$ cat src/qbf_pkg.sv
// ----------------------------------------------------------------------------
// qbf_pkg: shared types and constants of the quadratic Bezier flattener
// Beat structs, fixed-point widths and the Q0.16 reciprocal table.
// ----------------------------------------------------------------------------
package qbf_pkg;

  localparam int CoordBits   = 20;
  localparam int MaxSegments = 32;
  localparam int CountBits   = 6;
  localparam int TBits       = 17;  // Q0.16 plus the value one
  localparam logic [TBits-1:0] TOne = 17'h10000;

  typedef struct packed {
    logic signed [CoordBits-1:0] start_x;
    logic signed [CoordBits-1:0] start_y;
    logic signed [CoordBits-1:0] ctrl_x;
    logic signed [CoordBits-1:0] ctrl_y;
    logic signed [CoordBits-1:0] end_x;
    logic signed [CoordBits-1:0] end_y;
    logic [8:0]                  line_width;
    logic [31:0]                 line_color;
    logic [15:0]                 first_order;
  } curve_t;

  typedef struct packed {
    logic signed [CoordBits-1:0] seg_x0;
    logic signed [CoordBits-1:0] seg_y0;
    logic signed [CoordBits-1:0] seg_x1;
    logic signed [CoordBits-1:0] seg_y1;
    logic [8:0]                  out_width;
    logic [31:0]                 out_color;
    logic [15:0]                 draw_order;
    logic                        last_segment;
  } segment_t;

  // R[n] = floor((65536 + n/2) / n), entry n at index n, entry 0 unused
  localparam logic [MaxSegments:0][TBits-1:0] RecipTab = {
    TBits'((65536 + 32 / 2) / 32),
    TBits'((65536 + 31 / 2) / 31),
    TBits'((65536 + 30 / 2) / 30),
    TBits'((65536 + 29 / 2) / 29),
    TBits'((65536 + 28 / 2) / 28),
    TBits'((65536 + 27 / 2) / 27),
    TBits'((65536 + 26 / 2) / 26),
    TBits'((65536 + 25 / 2) / 25),
    TBits'((65536 + 24 / 2) / 24),
    TBits'((65536 + 23 / 2) / 23),
    TBits'((65536 + 22 / 2) / 22),
    TBits'((65536 + 21 / 2) / 21),
    TBits'((65536 + 20 / 2) / 20),
    TBits'((65536 + 19 / 2) / 19),
    TBits'((65536 + 18 / 2) / 18),
    TBits'((65536 + 17 / 2) / 17),
    TBits'((65536 + 16 / 2) / 16),
    TBits'((65536 + 15 / 2) / 15),
    TBits'((65536 + 14 / 2) / 14),
    TBits'((65536 + 13 / 2) / 13),
    TBits'((65536 + 12 / 2) / 12),
    TBits'((65536 + 11 / 2) / 11),
    TBits'((65536 + 10 / 2) / 10),
    TBits'((65536 + 9 / 2) / 9),
    TBits'((65536 + 8 / 2) / 8),
    TBits'((65536 + 7 / 2) / 7),
    TBits'((65536 + 6 / 2) / 6),
    TBits'((65536 + 5 / 2) / 5),
    TBits'((65536 + 4 / 2) / 4),
    TBits'((65536 + 3 / 2) / 3),
    TBits'((65536 + 2 / 2) / 2),
    TBits'((65536 + 1 / 2) / 1),
    TBits'(0)
  };

endpackage

$ cat src/qbf_lerp.sv
// ----------------------------------------------------------------------------
// qbf_lerp: one registered linear interpolation step
// r = (p*(1-t) + q*t + half) >> 16 on offset-binary coordinates, saturated.
// ----------------------------------------------------------------------------
module qbf_lerp (
  input  logic                           clk_i,
  input  logic                           en_i,
  input  logic [qbf_pkg::CoordBits-1:0]  p_i,
  input  logic [qbf_pkg::CoordBits-1:0]  q_i,
  input  logic [qbf_pkg::TBits-1:0]      t_i,
  output logic [qbf_pkg::CoordBits-1:0]  r_o
);
  localparam int W = qbf_pkg::CoordBits + qbf_pkg::TBits + 1;

  logic [qbf_pkg::TBits-1:0] tc;
  logic [W-1:0]              sum;
  logic [W-17:0]             shr;
  logic [qbf_pkg::CoordBits-1:0] r_d, r_q;

  always_comb begin
    tc  = qbf_pkg::TOne - t_i;
    sum = W'(p_i) * W'(tc) + W'(q_i) * W'(t_i) + W'(32768);
    shr = sum[W-1:16];
    if (shr > (W-16)'({qbf_pkg::CoordBits{1'b1}})) r_d = '1;
    else r_d = shr[qbf_pkg::CoordBits-1:0];
  end

  always_ff @(posedge clk_i) begin
    if (en_i) r_q <= r_d;
  end

  assign r_o = r_q;
endmodule
$ cat config.mk
export PLATFORM = sky130hd
export DESIGN_NAME = qbf_lerp
export DESIGN_NICKNAME = d
export VERILOG_FILES = /design/src/qbf_pkg.sv /design/src/qbf_lerp.sv
export SDC_FILE = /design/constraint.sdc
export NUM_CORES = 2
export LEC_CHECK = 0
export BUFFER_PORTS_ARGS = -buffer_cell sky130_fd_sc_hd__clkbuf_2
export CORE_UTILIZATION = 55
export CTS_CLUSTER_DIAMETER = 40
export DETAILED_ROUTE_END_ITERATION = 8
export GPL_ROUTABILITY_DRIVEN = 0
export PLACE_DENSITY = 0.72
export SYNTH_ARGS = -nofsm -noshare
export SYNTH_HDL_FRONTEND = slang
export SYNTH_SLANG_ARGS = --single-unit
$ cat constraint.sdc
create_clock -name clk_i -period 13.8 [get_ports clk_i]
set_input_delay 1.38 -clock clk_i [delete_from_list [all_inputs] [get_ports clk_i]]
set_output_delay 1.38 -clock clk_i [all_outputs]
set_load 0.1 [all_outputs]
# Word-level counts from Yosys, hierarchy flattened

Cells that the tools add are included.

Register bits: 20
Bits of input ports: 59
Output and inout bits: 20
Logic and storage cells: 7

Add/sub/neg operators: 3
Multiply operators: 2
$lt $le $gt $ge: 1

Operators with widths:

| cell                   | number |
|---|---|
| $mul 20x17->37         | 2 |
| $add 37x37->38         | 1 |
| $add 38x16->38 const B | 1 |
| $gt 22x20->1 const B   | 1 |
| $sub 17x17->17 const A | 1 |

# Depth between registers and ports, before layout

Depth in word-level cells: 5
Mapped depth: 38
Depth with buffers taken out: 34

# Worst setup path after synthesis

Ideal clock, no wire load.

Path type: input to register
Start point: input t_i[0] (netlist name)
End point: register r_q (netlist bit r_o[18]) (data pin)
Library setup time: 271 ps
Arrival time: 9193 ps
Required time: 13529 ps
Slack: 4336 ps
Cell stages on the path: 35
Buffers on the path: 4
Path through: clkbuf_1 clkbuf_1 inv_1 ha_1 nand2_1 or2_1 or3_4 nand2b_4 or3_1 xnor2_2 buf_4 and2_1 fa_1 inv_1 fa_1 fa_1 inv_1 fa_1 inv_1 fa_1 inv_1 fa_1 fa_1 inv_1 fa_1 inv_1 ha_1 nand2_1 a211o_1 a31oi_1 a21oi_1 o211a_1 mux2i_1 buf_2 o2111ai_1

Cells in the longest elaborated chain, start to end: 5
Elaborated cells on any way between the ends: 6
Those cells by class: add/sub (3); mul (2); order compare (1)

Ends and longest elaborated chain:

| item                   | RTL line       | text |
|---|---|---|
| start: declaration     | qbf_lerp.sv:10 | `input logic [qbf_pkg::TBits-1:0] t_i,` |
| $sub 17x17->17         | qbf_lerp.sv:21 | `tc = qbf_pkg::TOne - t_i;` |
| $mul 20x17->37         | qbf_lerp.sv:22 | `sum = W'(p_i) * W'(tc) + W'(q_i) * W'(t_i) + W'(32768);` |
| $add 37x37->38 *       | qbf_lerp.sv:22 |  |
| $add 38x16->38 *       | qbf_lerp.sv:22 |  |
| $gt 22x20->1           | qbf_lerp.sv:24 | `if (shr > (W-16)'({qbf_pkg::CoordBits{1'b1}})) r_d = '1;` |
| end signal: assignment | qbf_lerp.sv:29 | `if (en_i) r_q <= r_d;` |
| end: declaration       | qbf_lerp.sv:18 | `logic [qbf_pkg::CoordBits-1:0] r_d, r_q;` |

Every way passes the cells marked *; elsewhere a longest branch is shown, timed or not.
A chain may end at the register's enable or synchronous reset.

# Final worst setup path

Start point: input t_i[0] (netlist name)
End point: register r_q (netlist bit r_o[19]) (data pin)

Same word-level chain as after synthesis.

==> flow_metrics.tcl <==
set metrics [dict create \
    ioPinCount 79 \
    crit_path_max_fanout 20 \
    core_area_um2 42100 \
    synthToLayoutAreaGrowth_pct 3.57 \
    cts_buffers 3 \
    htreeDepth 1 \
    synth_edf_count 20 \
    cpPeakStageDelay_ns 0.73 \
    period_needed_ns 10.64 \
    pre_cts_slack_ns 2.91 \
    firstDrtPassIters 5 \
    setup_violations 0 \
    wl_per_cell_um 18.7 \
    n_antenna_cell 0 \
    vias_per_cell 5.47 \
    hold_viol 0 \
    fin_area_um2 24500 \
    final_nets 3468 \
    syn_area_um2 23600 \
    slew_violations 0 \
    hpwl_um 49100 \
    crit_path_start_kind "input pin" \
    cts_tree "done" \
    drv_cap 0 \
    tightestPinTransition_ns 1.08 \
    ys_ff_latch 20 \
    grt_max_degree 26 \
    syn_nets 3487 \
    crit_type "input pin to flip-flop" \
    ys.warnings.count 0 \
    setup_ws_ns 3.16 \
    cts_setup_buffers 0 \
    cp-end-kind "flip-flop" \
    grt_use_total_pct 28.8 \
    max-slew-margin-rel_pct 27.8 \
    setup_tns_ns 0 \
    outcome "finished, final reports clean" \
    vias 17000 \
    syn_inst 2599 \
    ys_top_cells_by_count "706 x inv_1, 609 x fa_1, 385 x and2_1" \
    dpl_cell_area_um2 24400 \
    holdCritPathClass "input pin to flip-flop" \
    timing.fmax_ghz 0.0940 \
    num_rows 75 \
    worst_path_max_delay_cell "xnor2_2" \
    period_share_pct 77.1 \
    largest_reg_flops 20 \
    clkTransAtPathRegs_ns 0.06 \
    io_buffers 78 \
    antenna_found_initial 1 \
    avgSynthCellArea_um2 9.10 \
    root_buffer "clkbuf_16" \
    yosysMostFrequentCell "inv_1" \
    yosys-top-cells-area "fa_1 52%, ha_1 12%, inv_1 11%" \
    yosys.area.top_type_share_pct 51.6 \
    yosysUniqueCellTypes 50 \
    ant_nets 0 \
    clock_path_buffers 2 \
    grt_pass1_wl_um 98900 \
    totalWireLength_um 58200 \
    start_util_pct 56.1 \
    die_x_um 209 \
    grt.overflow.total 0 \
    rsz0062_at_grt "no" \
    die_h_um 209 \
    synth_top_area_cell "fa_1" \
    synth-async-reset-ratio_pct 0 \
    synth_ff_type "edfxtp_1" \
    path_common_cell "fa_1" \
    drt-initial-drc-count 966 \
    holdBufCountCts 0 \
    drc_errors 0 \
    ctsResizeCount 0 \
    required_ns 13.80 \
    clock-sinks 20 \
    grt_pass1_vias 19800 \
    synth-seq-area-share_pct 2.54 \
    crit_arrival_ns 10.64 \
    drive_gt1_share_pct 3.99 \
    die-area_um2 43800 \
]
final cells by class:
type,instances,area [um2]
Clock buffer,3,75.1
Multi-Input combinational cell,1759,20000
Timing Repair Buffer,90,480
Sequential cell,20,601
Clock inverter,1,30.0
Fill cell,3704,17600
Inverter,706,2650
Tap cell,539,674
metal layers:
layer  up-vias  share of wire [%]  global-route usage [%]
li1       7371                  -                       -
met1      8987                 36                    33.5
met2       512                 54                    53.1
met3       172                3.9                    2.29
met4         2                5.9                    14.9
met5         -              0.019                       0
critical path, delay by kind of cell:
kind | cells | cell delay, ns
AO/OA/AOI/OAI | 4 | 1.09
XOR/XNOR | 1 | 0.73
adder cells (fa/ha/maj) | 10 | 4.57
buffers and inverters | 5 | 0.56
AND/OR/NAND/NOR | 9 | 2.26
placed cells by master (no fill, tap or decap), drive strengths merged, types with 3 or more instances in the layout:
cell,n
inv,706
fa,609
and2,385
nand2,337
ha,220
clkbuf,81
a21oi,37
o21ai,26
nor2,25
xnor2,21
edfxtp,20
buf,12
xor2,12
nand4,7
nor4,6
nand3,6
and3,5
nor2b,5
o21a,5
nor3,4
o211ai,4
or3,4
and4,3
a211o,3
a31oi,3
a21o,3
o21bai,3
nand2b,3
worst paths after layout:
check / startpoint / cells past startpoint / end
setup / recovery: t_i[0] / 29 / r_o[19]
hold / removal: en_i / 1 / r_o[13]
stage by stage:
stage | cells | util (%) | hold slack, ns
detailed placement | 3114 | 57.9 | 2.01
global placement | 3114 | 57.9 | 1.98
floorplan | 2599 | - | 1.49
global route | 3118 | 58.1 | 1.79
finish | 3118 | 58.1 | 1.74
CTS | 3118 | 58.1 | 1.75
logic make-up after synthesis:
family,after synthesis,synth area share (%)
AOI/OAI and AO/OA,97,2.47
xor gates and xnor gates,33,1.25
adders and majority gates,829,63.2
buffers and inverters,820,13.1
DFF,20,2.54
muxes,3,0.138
and+or+nand+nor,797,17.3
Power is left out: the tool's default activity adds up to more than one toggle a clock period on the data nets, which glitch-free logic cannot reach.
